### src/hw/rtl/assert_macros.svh
// Assertion macros shared by the formatter RTL.
`ifndef ASSERT_MACROS_SVH
`define ASSERT_MACROS_SVH

// Checks a property on every rising clock edge outside reset.
`define FOC_ASSERT(lbl, prop) \
	lbl: assert property (@(posedge clk) disable iff (!arst_n) (prop)) \
	else $error("formatter assertion failed");

// Checks that a condition never holds outside reset.
`define FOC_NEVER(lbl, cond) \
	lbl: assert property (@(posedge clk) disable iff (!arst_n) !(cond)) \
	else $error("formatter forbidden condition seen");

`endif

### src/hw/rtl/foc_pkg.sv
// Types, constants and character helpers of the formatted character stream.
`default_nettype none

package foc_pkg;

	localparam int unsigned VALUE_W    = 32;
	localparam int unsigned COUNT_W    = 9;
	localparam int unsigned CHAR_W     = 8;
	localparam int unsigned CMD_W      = 3;
	localparam int unsigned DEC_DIGITS = 10;
	localparam int unsigned HEX_DIGITS = 8;
	localparam int unsigned BCD_W      = 4 * DEC_DIGITS;
	localparam int unsigned NULL_LEN   = 6;

	localparam logic [COUNT_W-1:0] LIMIT_RESET = 9'd500;

	localparam logic [CHAR_W-1:0] CH_PERCENT = 8'h25;
	localparam logic [CHAR_W-1:0] CH_MINUS   = 8'h2D;
	localparam logic [CHAR_W-1:0] CH_ZERO    = 8'h30;
	localparam logic [CHAR_W-1:0] CH_X       = 8'h78;
	localparam logic [CHAR_W-1:0] CH_NUL     = 8'h00;

	typedef enum logic [CMD_W-1:0] {
		CMD_LITERAL  = 3'd0,
		CMD_SIGNED   = 3'd1,
		CMD_UNSIGNED = 3'd2,
		CMD_HEX      = 3'd3,
		CMD_CHAR     = 3'd4,
		CMD_UNKNOWN  = 3'd5,
		CMD_NULL     = 3'd6,
		CMD_END      = 3'd7
	} cmd_t;

	typedef enum logic [2:0] {
		SEL_BYTE,
		SEL_PERCENT,
		SEL_MINUS,
		SEL_ZERO,
		SEL_X,
		SEL_NULL,
		SEL_DEC,
		SEL_HEX
	} sel_t;

	typedef struct packed {
		logic       load;
		logic       bcd_step;
		logic       emit;
		logic       emit_end;
		logic       final_ch;
		sel_t       sel;
		logic [3:0] idx;
		logic [2:0] pos;
	} foc_ctl_t;

	typedef struct packed {
		logic out_free;
		logic negative;
		logic byte_zero;
		logic digit_zero;
	} foc_sts_t;

	function automatic logic [CHAR_W-1:0] hex_char(input logic [3:0] d);
		logic [CHAR_W-1:0] r;
		if (d < 4'd10) begin
			r = 8'h30 + {4'h0, d};
		end else begin
			r = 8'h57 + {4'h0, d};
		end
		return r;
	endfunction

	function automatic logic [CHAR_W-1:0] null_char(input logic [2:0] p);
		logic [CHAR_W-1:0] r;
		case (p)
			3'd0: r = 8'h28;
			3'd1: r = 8'h6E;
			3'd2: r = 8'h75;
			3'd3: r = 8'h6C;
			3'd4: r = 8'h6C;
			default: r = 8'h29;
		endcase
		return r;
	endfunction

endpackage

`default_nettype wire

### src/hw/rtl/foc_datapath.sv
// Datapath: argument registers, serial binary-to-BCD converter, count and output register.
`default_nettype none
`include "assert_macros.svh"

module foc_datapath (
	input  logic                          clk,
	input  logic                          arst_n,
	input  logic                          cfg_we,
	input  logic [foc_pkg::COUNT_W-1:0]   cfg_wdata,
	input  logic [foc_pkg::CMD_W-1:0]     command,
	input  logic [foc_pkg::VALUE_W-1:0]   value,
	input  logic                          out_ready,
	input  foc_pkg::foc_ctl_t             ctl,
	output foc_pkg::foc_sts_t             sts,
	output logic                          out_valid,
	output logic [foc_pkg::CHAR_W-1:0]    character,
	output logic                          last,
	output logic [foc_pkg::COUNT_W-1:0]   length
);
	import foc_pkg::*;

	logic [COUNT_W-1:0] limit_q;
	logic [COUNT_W-1:0] count_q;
	logic [COUNT_W-1:0] count_inc;
	logic               fits;
	logic [VALUE_W-1:0] val_q;
	logic [VALUE_W-1:0] shift_q;
	logic [VALUE_W-1:0] mag;
	logic [BCD_W-1:0]   bcd_q;
	logic [BCD_W-1:0]   bcd_adj;
	logic               neg_q;
	logic [3:0]         dec_dig [DEC_DIGITS];
	logic [3:0]         hex_dig [HEX_DIGITS];
	logic [3:0]         digit;
	logic [CHAR_W-1:0]  ch;
	logic               out_valid_q;
	logic [CHAR_W-1:0]  out_char_q;
	logic               out_last_q;
	logic [COUNT_W-1:0] out_len_q;

	always_comb begin
		for (int i = 0; i < DEC_DIGITS; i++) begin
			dec_dig[i] = bcd_q[4*i +: 4];
			if (bcd_q[4*i +: 4] >= 4'd5) begin
				bcd_adj[4*i +: 4] = bcd_q[4*i +: 4] + 4'd3;
			end else begin
				bcd_adj[4*i +: 4] = bcd_q[4*i +: 4];
			end
		end
		for (int j = 0; j < HEX_DIGITS; j++) begin
			hex_dig[j] = val_q[4*j +: 4];
		end
	end

	assign digit = (ctl.sel == SEL_HEX) ? hex_dig[ctl.idx[2:0]] : dec_dig[ctl.idx];

	always_comb begin
		case (ctl.sel)
			SEL_BYTE:    ch = val_q[CHAR_W-1:0];
			SEL_PERCENT: ch = CH_PERCENT;
			SEL_MINUS:   ch = CH_MINUS;
			SEL_ZERO:    ch = CH_ZERO;
			SEL_X:       ch = CH_X;
			SEL_NULL:    ch = null_char(ctl.pos);
			SEL_DEC:     ch = hex_char(digit);
			SEL_HEX:     ch = hex_char(digit);
			default:     ch = CH_NUL;
		endcase
	end

	assign count_inc = count_q + 1'b1;
	assign fits      = (count_q < limit_q);
	assign mag       = ((cmd_t'(command) == CMD_SIGNED) && value[VALUE_W-1]) ?
	                   (~value + 32'd1) : value;

	assign sts.out_free   = !out_valid_q || out_ready;
	assign sts.negative   = neg_q;
	assign sts.byte_zero  = (val_q[CHAR_W-1:0] == '0);
	assign sts.digit_zero = (digit == 4'd0);

	always_ff @(posedge clk or negedge arst_n) begin
		if (!arst_n) begin
			limit_q     <= LIMIT_RESET;
			count_q     <= '0;
			out_valid_q <= 1'b0;
		end else begin
			if (cfg_we) begin
				limit_q <= cfg_wdata;
			end
			if (ctl.emit_end) begin
				out_valid_q <= 1'b1;
				count_q     <= '0;
			end else if (ctl.emit && fits) begin
				out_valid_q <= 1'b1;
				count_q     <= count_inc;
			end else if (out_ready) begin
				out_valid_q <= 1'b0;
			end
		end
	end

	always_ff @(posedge clk) begin
		if (ctl.load) begin
			val_q   <= value;
			shift_q <= mag;
			bcd_q   <= '0;
			neg_q   <= (cmd_t'(command) == CMD_SIGNED) && value[VALUE_W-1];
		end else if (ctl.bcd_step) begin
			bcd_q   <= {bcd_adj[BCD_W-2:0], shift_q[VALUE_W-1]};
			shift_q <= {shift_q[VALUE_W-2:0], 1'b0};
		end
		if (ctl.emit_end) begin
			out_char_q <= CH_NUL;
			out_last_q <= 1'b1;
			out_len_q  <= count_q;
		end else if (ctl.emit && fits) begin
			out_char_q <= ch;
			out_last_q <= ctl.final_ch || (count_inc == limit_q);
			out_len_q  <= count_inc;
		end
	end

	assign out_valid = out_valid_q;
	assign character = out_char_q;
	assign last      = out_last_q;
	assign length    = out_len_q;

	`FOC_ASSERT(a_end_clears, ctl.emit_end |=> (count_q == '0) && out_valid_q && out_last_q)
	`FOC_ASSERT(a_fit_emits, (ctl.emit && fits) |=> out_valid_q && (out_len_q == count_q))

endmodule

`default_nettype wire

### src/hw/rtl/foc_ctrl.sv
// Controller: sequences conversion and character emission for one request at a time.
`default_nettype none
`include "assert_macros.svh"

module foc_ctrl (
	input  logic                      clk,
	input  logic                      arst_n,
	input  logic                      in_valid,
	output logic                      in_ready,
	input  logic [foc_pkg::CMD_W-1:0] command,
	input  foc_pkg::foc_sts_t         sts,
	output foc_pkg::foc_ctl_t         ctl
);
	import foc_pkg::*;

	typedef enum logic [3:0] {
		S_IDLE,
		S_CONV,
		S_MINUS,
		S_HEX0,
		S_HEXX,
		S_DIGITS,
		S_BYTE,
		S_PCT,
		S_NULL,
		S_END
	} state_t;

	localparam logic [4:0] BITS_LAST = 5'(VALUE_W - 1);
	localparam logic [3:0] DEC_LAST  = 4'(DEC_DIGITS - 1);
	localparam logic [3:0] HEX_LAST  = 4'(HEX_DIGITS - 1);
	localparam logic [2:0] NULL_LAST = 3'(NULL_LEN - 1);

	state_t     state_q;
	logic [4:0] bit_q;
	logic [3:0] idx_q;
	logic [2:0] pos_q;
	logic       started_q;
	logic       hex_q;
	logic       accept;
	logic       skip;

	assign in_ready = (state_q == S_IDLE);
	assign accept   = in_valid && in_ready;
	assign skip     = (state_q == S_DIGITS) && !started_q && sts.digit_zero && (idx_q != 4'd0);

	always_comb begin
		ctl          = '0;
		ctl.load     = accept;
		ctl.bcd_step = (state_q == S_CONV);
		ctl.idx      = idx_q;
		ctl.pos      = pos_q;
		ctl.sel      = SEL_BYTE;
		case (state_q)
			S_MINUS: begin
				ctl.sel  = SEL_MINUS;
				ctl.emit = sts.out_free;
			end
			S_HEX0: begin
				ctl.sel  = SEL_ZERO;
				ctl.emit = sts.out_free;
			end
			S_HEXX: begin
				ctl.sel  = SEL_X;
				ctl.emit = sts.out_free;
			end
			S_DIGITS: begin
				ctl.sel      = hex_q ? SEL_HEX : SEL_DEC;
				ctl.emit     = sts.out_free && !skip;
				ctl.final_ch = (idx_q == 4'd0);
			end
			S_BYTE: begin
				ctl.sel      = SEL_BYTE;
				ctl.emit     = sts.out_free;
				ctl.final_ch = 1'b1;
			end
			S_PCT: begin
				ctl.sel      = SEL_PERCENT;
				ctl.emit     = sts.out_free;
				ctl.final_ch = sts.byte_zero;
			end
			S_NULL: begin
				ctl.sel      = SEL_NULL;
				ctl.emit     = sts.out_free;
				ctl.final_ch = (pos_q == NULL_LAST);
			end
			S_END: begin
				ctl.emit_end = sts.out_free;
			end
			default: begin
			end
		endcase
	end

	always_ff @(posedge clk or negedge arst_n) begin
		if (!arst_n) begin
			state_q   <= S_IDLE;
			bit_q     <= '0;
			idx_q     <= '0;
			pos_q     <= '0;
			started_q <= 1'b0;
			hex_q     <= 1'b0;
		end else begin
			case (state_q)
				S_IDLE: begin
					if (accept) begin
						started_q <= 1'b0;
						bit_q     <= '0;
						pos_q     <= '0;
						hex_q     <= (cmd_t'(command) == CMD_HEX);
						case (cmd_t'(command))
							CMD_SIGNED, CMD_UNSIGNED: state_q <= S_CONV;
							CMD_HEX:     state_q <= S_HEX0;
							CMD_UNKNOWN: state_q <= S_PCT;
							CMD_NULL:    state_q <= S_NULL;
							CMD_END:     state_q <= S_END;
							default:     state_q <= S_BYTE;
						endcase
					end
				end
				S_CONV: begin
					bit_q <= bit_q + 1'b1;
					if (bit_q == BITS_LAST) begin
						idx_q   <= DEC_LAST;
						state_q <= sts.negative ? S_MINUS : S_DIGITS;
					end
				end
				S_MINUS: begin
					if (sts.out_free) begin
						state_q <= S_DIGITS;
					end
				end
				S_HEX0: begin
					if (sts.out_free) begin
						state_q <= S_HEXX;
					end
				end
				S_HEXX: begin
					if (sts.out_free) begin
						idx_q   <= HEX_LAST;
						state_q <= S_DIGITS;
					end
				end
				S_DIGITS: begin
					if (skip) begin
						idx_q <= idx_q - 1'b1;
					end else if (sts.out_free) begin
						started_q <= 1'b1;
						if (idx_q == 4'd0) begin
							state_q <= S_IDLE;
						end else begin
							idx_q <= idx_q - 1'b1;
						end
					end
				end
				S_BYTE: begin
					if (sts.out_free) begin
						state_q <= S_IDLE;
					end
				end
				S_PCT: begin
					if (sts.out_free) begin
						state_q <= sts.byte_zero ? S_IDLE : S_BYTE;
					end
				end
				S_NULL: begin
					if (sts.out_free) begin
						if (pos_q == NULL_LAST) begin
							state_q <= S_IDLE;
						end else begin
							pos_q <= pos_q + 1'b1;
						end
					end
				end
				S_END: begin
					if (sts.out_free) begin
						state_q <= S_IDLE;
					end
				end
				default: state_q <= S_IDLE;
			endcase
		end
	end

	`FOC_NEVER(a_emit_needs_room, (ctl.emit || ctl.emit_end) && !sts.out_free)
	`FOC_ASSERT(a_one_action, $onehot0({ctl.load, ctl.bcd_step, ctl.emit, ctl.emit_end}))
	`FOC_ASSERT(a_conv_exit, ((state_q == S_CONV) && (bit_q == BITS_LAST)) |=> ((state_q == S_MINUS) || (state_q == S_DIGITS)))

endmodule

`default_nettype wire

### src/hw/rtl/formatted_output_char_stream.sv
// Top level of the formatted character stream: controller plus datapath.
//
//   channel  | handshake              | payload
//   ---------+------------------------+-------------------------------
//   request  | in_valid / in_ready    | command[2:0], value[31:0]
//   result   | out_valid / out_ready  | character[7:0], last, length[8:0]
//   config   | cfg_we (no wait)       | cfg_wdata[8:0] (output limit)
//
// One request is handled at a time; the next is taken once the previous one has placed
// its last character in the output register. A decimal request is accepted, converted by
// serial binary-to-BCD conversion, then steps through every digit position whether
// emitted or skipped, after a minus sign if negative. Hex emits 0 and x, then steps through
// its digit positions; other kinds emit their characters in turn. A stalled output holds
// the sequencer on its next character. Reset clears the count and output, limit 500.
`default_nettype none

module formatted_output_char_stream (
	input  logic                        clk,
	input  logic                        arst_n,
	input  logic                        cfg_we,
	input  logic [foc_pkg::COUNT_W-1:0] cfg_wdata,
	input  logic                        in_valid,
	output logic                        in_ready,
	input  logic [foc_pkg::CMD_W-1:0]   command,
	input  logic [foc_pkg::VALUE_W-1:0] value,
	output logic                        out_valid,
	input  logic                        out_ready,
	output logic [foc_pkg::CHAR_W-1:0]  character,
	output logic                        last,
	output logic [foc_pkg::COUNT_W-1:0] length
);
	import foc_pkg::*;

	foc_ctl_t ctl;
	foc_sts_t sts;

	foc_ctrl u_ctrl (
		.clk      (clk),
		.arst_n   (arst_n),
		.in_valid (in_valid),
		.in_ready (in_ready),
		.command  (command),
		.sts      (sts),
		.ctl      (ctl)
	);

	foc_datapath u_datapath (
		.clk       (clk),
		.arst_n    (arst_n),
		.cfg_we    (cfg_we),
		.cfg_wdata (cfg_wdata),
		.command   (command),
		.value     (value),
		.out_ready (out_ready),
		.ctl       (ctl),
		.sts       (sts),
		.out_valid (out_valid),
		.character (character),
		.last      (last),
		.length    (length)
	);

endmodule

`default_nettype wire

### config.mk
export PLATFORM = sky130hd
export DESIGN_NAME = formatted_output_char_stream
export DESIGN_NICKNAME = d
export VERILOG_FILES = /design/src/hw/rtl/foc_pkg.sv /design/src/hw/rtl/foc_datapath.sv /design/src/hw/rtl/foc_ctrl.sv /design/src/hw/rtl/formatted_output_char_stream.sv
export VERILOG_INCLUDE_DIRS = /design/src /design/src/hw/rtl
export SDC_FILE = /design/constraint.sdc
export NUM_CORES = 1
export LEC_CHECK = 0
export BUFFER_PORTS_ARGS = -buffer_cell sky130_fd_sc_hd__buf_2
export CORE_ASPECT_RATIO = 0.9
export CORE_UTILIZATION = 28
export DETAILED_ROUTE_END_ITERATION = 12
export GPL_TIMING_DRIVEN = 0
export HOLD_SLACK_MARGIN = 0.15
export PLACE_DENSITY = 0.39
export SYNTH_ARGS = -nofsm -noshare
export SYNTH_HDL_FRONTEND = slang
export SYNTH_SLANG_ARGS = --single-unit
### constraint.sdc
create_clock -name clk -period 3.7 [get_ports clk]
set_clock_uncertainty 0.1 [all_clocks]
set_input_delay 1.11 -clock clk [delete_from_list [all_inputs] [get_ports clk]]
set_output_delay 1.11 -clock clk [all_outputs]
set_load 0.05 [all_outputs]
Word-level counts from Yosys, hierarchy flattened
Cells that the tools add are included.
- $add $sub $neg: 17
- multipliers: 0
- divide/modulo/power cells: 0
- order comparisons: 14
- equality and inequality tests: 44
- shift-type cells: 0
- mux-type cells: 65
- bitwise logic cells: 3
- reductions and logical operators: 38
- operator list (cell ; count):
    $mux W4 ; 30
    $mux W32 ; 3
    $pmux W8 S7 ; 1
    $ge A4 B3 Y1 const B ; 10
    $add A4 B2 Y4 const B ; 9
    $add A32 B1 Y32 const B ; 1
    $not A32 Y32 ; 1
    $pmux W4 S8 ; 1
    $pmux W7 S4 ; 1
    $eq A3 B3 Y1 const B ; 9
    $mux W9 ; 3
    $pmux W4 S5 ; 1
    $eq A3 B2 Y1 const B ; 6
    $mux W3 ; 6
    $ne A2 B1 Y1 const B ; 9
    $pmux W3 S6 ; 1
    $bmux W4 S4 ; 1
    $eq A4 B3 Y1 const B ; 4
    $bmux W4 S3 ; 1
    $logic_not A4 Y1 ; 3
    $pmux W4 S3 ; 1
    $reduce_and A11 Y1 ; 1
    $pmux W5 S2 ; 1
    $reduce_bool A2 Y1 ; 5
    other kinds (40) ; 72
- flip-flop bits (word level): 160
- bits in latches: 0
- memory bits (writable): 0
- memory bits (read-only): 0
- bits of input ports: 49
- memories kept: 0

Logic depth before layout (Yosys ltp)
Gate-level depths: netlist of run 1.
- depth in word-level cells: 14
- mapped depth: 16

Cells and area by module
From an unflattened synthesis of run 1, not the netlist that was laid out.
- cell total of the unflattened synthesis: 997
- area total of the unflattened synthesis: 9519.1 um2
- modules (own cells, without submodules) (module ; instances ; cells an instance ; area each (um2) ; sequential area each (um2)):
    foc_datapath ; 1 ; 838 ; 8147.8 ; 3686.0
    foc_ctrl ; 1 ; 159 ; 1371.3 ; 450.4

Worst setup path after synthesis of run 1
Ideal clock, no wire load.
- path kind: reg2reg
- start point: reg u_ctrl.state_q[0]
- end point: reg u_datapath.neg_q, enable pin
- library setup time: 0.410 ns
- arrival: 3.692 ns
- path slack: -0.502 ns
- cell stages (with the launch flop): 7
- buffers on the path: 2
- period minus slack after synthesis: 4.202 ns
- cells stage by stage: dfrtp_1 -> or2_2 -> clkbuf_1 -> nor3_1 -> nand2_1 -> clkinv_1 -> buf_1
- RTL lines (element ; line ; RTL):
    start: declaration ; foc_ctrl.sv:34 ; state_t state_q;
    start signal: assignment ; foc_ctrl.sv:125 ; state_q <= sts.negative ? S_MINUS : S_DIGITS;
    start signal: assignment ; foc_ctrl.sv:163 ; state_q <= sts.byte_zero ? S_IDLE : S_BYTE;
    end signal: assignment ; foc_datapath.sv:107 ; neg_q <= (cmd_t'(command) == CMD_SIGNED) && value[VALUE_W-1];
    end: declaration ; foc_datapath.sv:31 ; logic neg_q;

Worst setup path in the final report of run 1
- start point: reg u_ctrl.idx_q[1]
- end point: reg u_datapath.out_len_q[7] (netlist: u_datapath.length[7]), enable pin
- word-level cells in the longest chain between the ends: 13
- ends and longest elaborated chain (element ; line ; RTL):
    start: declaration ; foc_ctrl.sv:36 ; logic [3:0] idx_q;
    start signal: assignment ; foc_ctrl.sv:146 ; idx_q <= idx_q - 1'b1;
    start signal: assignment ; foc_ctrl.sv:152 ; idx_q <= idx_q - 1'b1;
    $not A4 Y5 (not written as such) / $not A3 Y4 (equally long branches) ; foc_datapath.sv:55 ; assign digit = (ctl.sel == SEL_HEX) ? hex_dig[ctl.idx[2:0]] : dec_dig[ctl.idx];
    $bmux W4 S4 / $bmux W4 S3 (equally long branches) ; foc_datapath.sv:55 ;
    $mux W4 (not written as such) (2 in series) ; foc_datapath.sv:55 ;
    $mux W4 ; foc_datapath.sv:55 ;
    $logic_not A4 Y1 ; foc_datapath.sv:79 ; assign sts.digit_zero = (digit == 4'd0);
    $logic_and A1 B1 Y1 ; foc_ctrl.sv:45 ; assign skip = (state_q == S_DIGITS) && !started_q && sts.digit_zero && (idx_q != 4'd0);
    $logic_and A1 B1 Y1 * ; foc_ctrl.sv:45 ;
    $logic_not A1 Y1 * ; foc_ctrl.sv:69 ; ctl.emit = sts.out_free && !skip;
    $logic_and A1 B1 Y1 * ; foc_ctrl.sv:69 ;
    $pmux W1 S2 * ; foc_ctrl.sv:54 ; case (state_q)
    $logic_and A1 B1 Y1 * ; foc_datapath.sv:116 ; end else if (ctl.emit && fits) begin
    $reduce_bool A2 Y1 (no source line) * ; n/a ;
    end signal: assignment ; foc_datapath.sv:115 ; out_len_q <= count_q;
    end signal: assignment ; foc_datapath.sv:119 ; out_len_q <= count_inc;
    end: declaration ; foc_datapath.sv:39 ; logic [COUNT_W-1:0] out_len_q;
Every way passes the cells marked *; elsewhere a longest branch is shown, timed or not. The select of a mux whose other input is x is not followed.
A chain may end at the register's enable or synchronous reset.

==> key figures, run 1 <==
Drt
  – Detailed Routing Iterations Pass 1: 7
  – Residual DRC: 0
  – Initial drt markers: 499
  – Routed via count: 7521
  – Met2 wire length: 12300 um
  – Post-route ant nets: 0
  – DRT Wirelength: 28300 um
  – DR vias/cell: 5.00
  – Per-cell routed wire length: 18.8 um
  – Post-route met1 wirelength: 14700 um
  – Max Used Layer: met4
  – Met3 WL: 1020 um

Critical path
  – WS Path Type: reg2reg
  – CP Launch Type: register
  – Arr. time, crit path: 3630 ps
  – Worst Setup SP: u_ctrl.idx_q[1]$_DFFE_PN0P_
  – R2r startpoint: u_ctrl.idx_q[1]$_DFFE_PN0P_
  – CP Capture Type: register
  – CP Data Required Time: 3790 ps
  – CP Max Fanout: 10

Layout
  – Share of cells above drive strength 1: 0.161
  – Final std cells w/o fill: 1503
  – Final Util: 0.340
  – Final instance area: 0.0109 sq mm
  – Area grow syn2layout: 18.4%
  – Nets@finish: 1163
  – Number of diodes: 0

Logic synthesis
  – Top cell type by total area after synthesis: edfxtp_1
  – Mapped Area: 0.00922 sq mm
  – Yosys top cell area share: 0.241
  – Yosys cell types: 71
  – Dominant cell by count in the synthesized netlist: nand2_1
  – Synthesized instance count: 976
  – Sequential-to-total area share from yosys stat: 0.449
  – Yosys warning count: 0
  – Top_reg_cell synth: edfxtp_1
  – Commonest cells in the netlist: nand2_1 (121), o21ai_0 (99), a21oi_1 (78), edfxtp_1 (74), nor2_1 (65)
  – Syn_area_per_cell: 9.44 sq um
  – Synth top area cells: edfxtp_1 (24%), dfxtp_1 (11%), dfrtp_1 (8.4%)
  – Yosys reg bits: 160
  – Post-synth EDFFs: 74
  – Syn nets: 1065
  – Async SR Flop Fraction: 0.231

Global route
  – Global-route wire length before repair: 44900 um
  – Tot GR Track Use: 0.174
  – Antenna violations before repair: 0
  – Vias in the first global route: 7518
  – GRT overflow: 0
  – Largest net degree at the start of global routing: 38

Floorplanning
  – Die Width: 193 um
  – Die ar.: 0.0336 sq mm
  – Initial Util: 0.287
  – # rows: 62
  – Die Ht: 174 um
  – Core area: 0.0321 sq mm
  – I/O pins: 69

Status
  – Status: finished, final reports clean

Timing
  – Final setup fails: 0
  – Fmax: 283 MHz
  – Final Cycle Share: 0.956
  – Worst Tran Pin Value: 1080 ps
  – Slew Limit Headroom: 0.277
  – Final Max Tran Viols: 0
  – Hold Vio Cnt, Final: 0
  – Hold WS: 387 ps
  – Minimum clock period: 3540 ps

Pwr
  – Leak Pwr: 4.20 nW
  – Cell Int Power: 5.18 mW
  – Comb pwr share: 0.452
  – P per Cell Area: 834 mW/mm^2
  – Net Sw Frac: 0.431
  – Power share of the clock group: 0.209
  – Peak VDD IR: 0.352 mV
  – Sw power: 3.92 mW
  – Seq pwr share: 0.340

Clock network
  – CTS H-Tree Depth: 4
  – CTS tree: done
  – Clk slew on worst S/H paths: 70 ps
  – CTS Hold Bufs: 0
  – Clock Latency Late Sink: 450 ps
  – CTS root buf: clkbuf_16
  – CTS Sinks: 160
  – CTS Buf Count: 17
  – Max Root-Sink Buffers: 2

Min path
  – Worst min-delay path class: reg2reg
  – Beginning of the worst hold path: u_datapath.character[5]$_SDFFE_PP0P_

Flow run
  – Max Cap Viol: 0

Placed design
  – Inst Count DP: 1461
  – Gpl congestion: 0.791
  – Placed Instance Area: 0.0101 sq mm
  – DP HPWL: 20300 um
  – Input/output buffers: 67
-- final cells by class --
| cell class | instances | area, sq um |
|---|---|---|
| Inverter | 50 | 191 |
| Sequential cell | 160 | 4140 |
| Timing Repair Buffer | 79 | 450 |
| Tap cell | 416 | 520 |
| Clock buffer | 23 | 554 |
| Buffer | 49 | 265 |
| Fill cell | 3420 | 21200 |
| Multi-Input combinational cell | 717 | 4720 |
| Clock inverter | 9 | 77.6 |
-- kinds of logic (layout without fill, tap and decap cells) --
group	Yosys count	count (layout)	synth area share
compound gates	259	259	0.166
xor+xnor	64	64	0.0608
fa+ha+maj	40	40	0.0543
buf+inv	99	210	0.0445
flops	160	160	0.449
mux	31	31	0.0550
simple gates	323	323	0.170
-- flip-flops by register name, summed over array words and instances (netlist names) --
| register | cells |
|---|---|
| u_datapath.shift_q | 32 |
| u_ctrl.idx_q | 4 |
| u_datapath.last | 1 |
| u_ctrl.hex_q | 1 |
| u_datapath.neg_q | 1 |
| u_datapath.length | 9 |
| u_datapath.val_q | 32 |
| u_ctrl.started_q | 1 |
| u_datapath.count_q | 9 |
| u_datapath.out_valid | 1 |
| u_datapath.bcd_q | 40 |
| u_datapath.limit_q | 9 |
| u_ctrl.state_q | 4 |
| u_datapath.character | 8 |
| u_ctrl.bit_q | 5 |
| u_ctrl.pos_q | 3 |
-- placed cells by master (no fill, tap or decap), types with 6 or more instances in the layout --
master       n
o211ai_1    12
edfxtp_1    74
or4_1        8
buf_4       12
nor2b_1      7
mux4_2      15
or3_1        6
clkbuf_16   22
dfrtp_1     31
xnor2_1     39
mux2_2       7
xor2_1      25
o21ai_0     97
nor2_1      65
nand2_1    120
inv_1       47
a21oi_1     78
buf_2       69
ha_1        40
dfstp_2      6
o31ai_1     23
nand2b_1    15
dfxtp_1     49
mux2i_1      8
nor3_1      15
nand3_1     47
clkbuf_1    37
-- layer usage --
layer | track usage | vias up
met5 | 0 | -
met4 | 0.0440 | 0
met3 | 0.0341 | 12
met2 | 0.262 | 134
met1 | 0.254 | 3661
li1 | - | 3714
-- critical path, cell delays in order (launching register included) --
cell and delay, ps:
dfrtp_1 390, buf_6 200, buf_6 210, mux4_2 340, mux2i_2 240, o21ai_2 90
o21ai_2 160, ha_1 160, nand4b_1 190, nor4b_4 390, a211oi_4 100, o21ai_2 220
and2_4 230, clkinvlp_4 90, buf_4 160
-- power groups by stage --
stage	Clock, mW	Sequential (mW)	Combinational (mW)
global route	2.02	3.19	4.59
finish	1.90	3.09	4.11
CTS	1.96	3.09	4.08
floorplan	0	3.31	2.52
detailed placement	0	3.12	3.99
global placement	0	3.14	3.93
-- worst paths after layout --
check | endpoint | slack [ps] | depth (start not counted)
setup / recovery | u_datapath.length[7]$_DFFE_PP_ | 160 | 14
hold / removal | u_datapath.character[5]$_SDFFE_PP0P_ | 390 | 2
setup reg to reg | u_datapath.length[7]$_DFFE_PP_ | 160 | 14
hold reg to reg | u_datapath.character[5]$_SDFFE_PP0P_ | 390 | 2
max in group asynchronous | u_ctrl.state_q[1]$_DFFE_PN0P_ | 2170 | 1
min in group asynchronous | u_datapath.count_q[1]$_DFFE_PN0P_ | 720 | 1
-- repair_timing --
| item | in CTS | in global routing |
|---|---|---|
| pin swaps | 3 | 5 |
| endpoints found under the hold margin | 0 | 0 |
| buffers inserted | 4 | 6 |
| resized for setup | 10 | 16 |
| setup endpoints to repair | 32 | 32 |
-- per-stage QoR --
stage          worst slack, ps  power (mW)  TNS (ps)
6_report                   164        9.10         0
4_1_cts                  0.816        9.12         0
3_3_place_gp              -722        7.07    -60210
2_1_floorplan             72.5        5.83         0
3_5_place_dp              -698        7.11    -16830
5_1_grt                  -12.6        9.81     -25.2
No activity file was read; power rests on OpenSTA's default activity.
==> run 2, diff against run 1 <==
BUFFER_PORTS_ARGS = -buffer_cell sky130_fd_sc_hd__buf_4   (was -buffer_cell sky130_fd_sc_hd__buf_2)
GPL_TIMING_DRIVEN = default   (was 0)
==> run 2 against run 1 <==
- the run now ends with DRC left
- cell count is 1.3% lower
- combinational power is 4% lower
- core utilization is 0.21 points higher
- critical path depth is 2 lower
- first-iteration DRC count is 8.2% lower
- worst setup slack better by 21 ps
- clock-buffer cell count is 3 lower
==> key figures, run 2 (synthesis gave the netlist of run 1 again) <==
Clock network
  – Clock Latency Late Sink: 440 ps
  – CTS root buf: clkbuf_16
  – Clk slew on worst S/H paths: 70 ps
  – CTS tree: done
  – CTS Sinks: 160
  – CTS Buf Count: 17
  – CTS H-Tree Depth: 4
  – Max Root-Sink Buffers: 2

Layout
  – Area grow syn2layout: 19.2%
  – Most common cell after layout, fill and taps aside: nand2_1
  – Multi-input logic area: 0.00470 sq mm
  – Final instance area: 0.0110 sq mm
  – Share of cells above drive strength 1: 0.180
  – Max reg flops: 40
  – Final std cells w/o fill: 1484
  – Nets@finish: 1143
  – Most frequent cells in the layout: nand2_1 (120), buf_4 (106), o21ai_0 (99)
  – Largest registers: u_datapath.bcd_q x40, u_datapath.shift_q x32, u_datapath.val_q x32
  – Top reg by flops: u_datapath.bcd_q
  – FF/Latch Area: 0.00414 sq mm
  – Fillers: 3316

Floorplanning
  – # rows: 62
  – I/O pins: 69
  – Die Width: 193 um
  – Initial Util: 0.287
  – Die Ht: 174 um
  – Core area: 0.0321 sq mm
  – Die ar.: 0.0336 sq mm

Timing
  – Hold Vio Cnt, Final: 0
  – Worst Tran Pin Value: 995 ps
  – Slew Limit Headroom: 0.331
  – Final Cycle Share: 0.950
  – Final setup fails: 0
  – Hold WS: 383 ps
  – Final Max Tran Viols: 0
  – Minimum clock period: 3510 ps
  – Fmax: 285 MHz

Status
  – Failing checks: DRC
  – Status: finished with violations

Global route
  – Vias in the first global route: 7064
  – Tot GR Track Use: 0.157
  – Antenna violations before repair: 0
  – GRT overflow: 0
  – Global-route wire length before repair: 41000 um
  – Largest net degree at the start of global routing: 67

Min path
  – Hold EP: u_datapath.character[5]$_SDFFE_PP0P_
  – Beginning of the worst hold path: u_datapath.character[5]$_SDFFE_PP0P_
  – Worst min-delay path class: reg2reg
  – Hold Path Cell Cnt: 2

Critical path
  – Reg2reg end: u_datapath.length[4]$_DFFE_PP_
  – CP Launch Type: register
  – Slowest Stage Delay on Critical Path: 500 ps
  – CP Max Fanout: 6
  – CP Capture Type: register
  – Worst R2R Setup Slack: 190 ps
  – Reg2reg path depth: 12
  – Critical-path cell list: buf_4 > mux4_2 > a22oi_1 > a22o_1 > ha_1 > nand4b_1 > nor4b_4 > a211oi_2 > o21ai_2 > and2_1 > clkinvlp_4 > buf_4
  – Arr. time, crit path: 3610 ps
  – WS Path Type: reg2reg
  – Most common cell on crit path: buf_4
  – CP Data Required Time: 3790 ps
  – Slowest-stage cell, CP: mux4_2
  – R2r startpoint: u_ctrl.idx_q[0]$_DFFE_PN0P_

Pwr
  – Sw power: 3.74 mW
  – Power share of the clock group: 0.205
  – P per Cell Area: 806 mW/mm^2
  – Peak VDD IR: 0.378 mV
  – Cell Int Power: 5.11 mW
  – Leak Pwr: 4.26 nW
  – Design Power: 8.86 mW
  – Comb pwr share: 0.444
  – Seq pwr share: 0.351
  – Net Sw Frac: 0.423

Drt
  – Per-cell routed wire length: 17.2 um
  – Initial drt markers: 458
  – Post-route ant nets: 0
  – Routed via count: 7248
  – DR vias/cell: 4.88
  – Detailed Routing Iterations Pass 1: 10
  – Residual DRC: 4
  – DRT Wirelength: 25500 um

Placed design
  – Inst Count DP: 1449
  – Input/output buffers: 68
  – DP HPWL: 18100 um
  – Gpl congestion: 0.765
  – Placed Instance Area: 0.0103 sq mm

Flow run
  – Max Cap Viol: 0
[run 2: cell type report]
type                       count  area share
antenna                        1    0.000228
clock buffer                  20      0.0445
clock inverter                12     0.00968
inverter                      50      0.0174
multi-input combinational    717       0.428
sequential                   160       0.377
tap                          416      0.0474
timing repair buffer         108      0.0761
[run 2: power by group through the flow]
stage          registers (mW)  clock network, mW  logic (mW)
5_1_grt                  3.20               1.95        4.42
6_report                 3.11               1.81        3.93
4_1_cts                  3.12               1.87        3.94
3_5_place_dp             3.15                  0        3.93
2_1_floorplan            3.31                  0        2.52
3_3_place_gp             3.16                  0        3.92
[run 2: metal layers]
layer	up-vias	GRT usage	routed length [um]
met3	15	0.0276	764
met4	0	0.0450	266
met1	3431	0.236	13700
li1	3682	-	-
met2	120	0.227	10800
met5	-	0	0
[run 2: what timing repair did]
item                                    CTS  global route
endpoints found under the hold margin     0             0
gates resized for setup                   0             5
buffers inserted                          0             2
hold buffers                              0             0
endpoints found under the setup margin    0            11
[run 2: worst max path at each step]
stage / from / to / cells after the start
final: u_ctrl.idx_q[0]$_DFFE_PN0P_ / u_datapath.length[4]$_DFFE_PP_ / 12
after global routing: u_ctrl.state_q[3]$_DFFE_PN0P_ / u_datapath.count_q[6]$_DFFE_PN0P_ / 12
after CTS: u_ctrl.idx_q[0]$_DFFE_PN0P_ / u_datapath.length[7]$_DFFE_PP_ / 11
after floorplan: u_ctrl.state_q[0]$_DFFE_PN0P_ / u_datapath.neg_q$_DFFE_PP_ / 6
after global placement: value[8] / u_datapath.shift_q[29]$_DFFE_PP_ / 8
after detailed placement: value[9] / u_datapath.shift_q[29]$_DFFE_PP_ / 8
[run 2: per-stage QoR]
| stage | TNS, ps | utilization | worst slack (ps) |
|---|---|---|---|
| 2_1_floorplan | 0 | - | 72.5 |
| 3_3_place_gp | 0 | 0.322 | 26.8 |
| 3_5_place_dp | 0 | 0.322 | 27.0 |
| 4_1_cts | 0 | 0.341 | 101 |
| 5_1_grt | -32.4 | 0.342 | -10.9 |
| 6_report | 0 | 0.342 | 185 |
[run 2: worst max-delay path: cells and delay by family (launching register included)]
kind	cells	cell delay, ps
fa+ha+maj	1	170
simple gates	3	730
compound gates	4	890
buf+inv	3	450
mux	1	500
flops	1	440
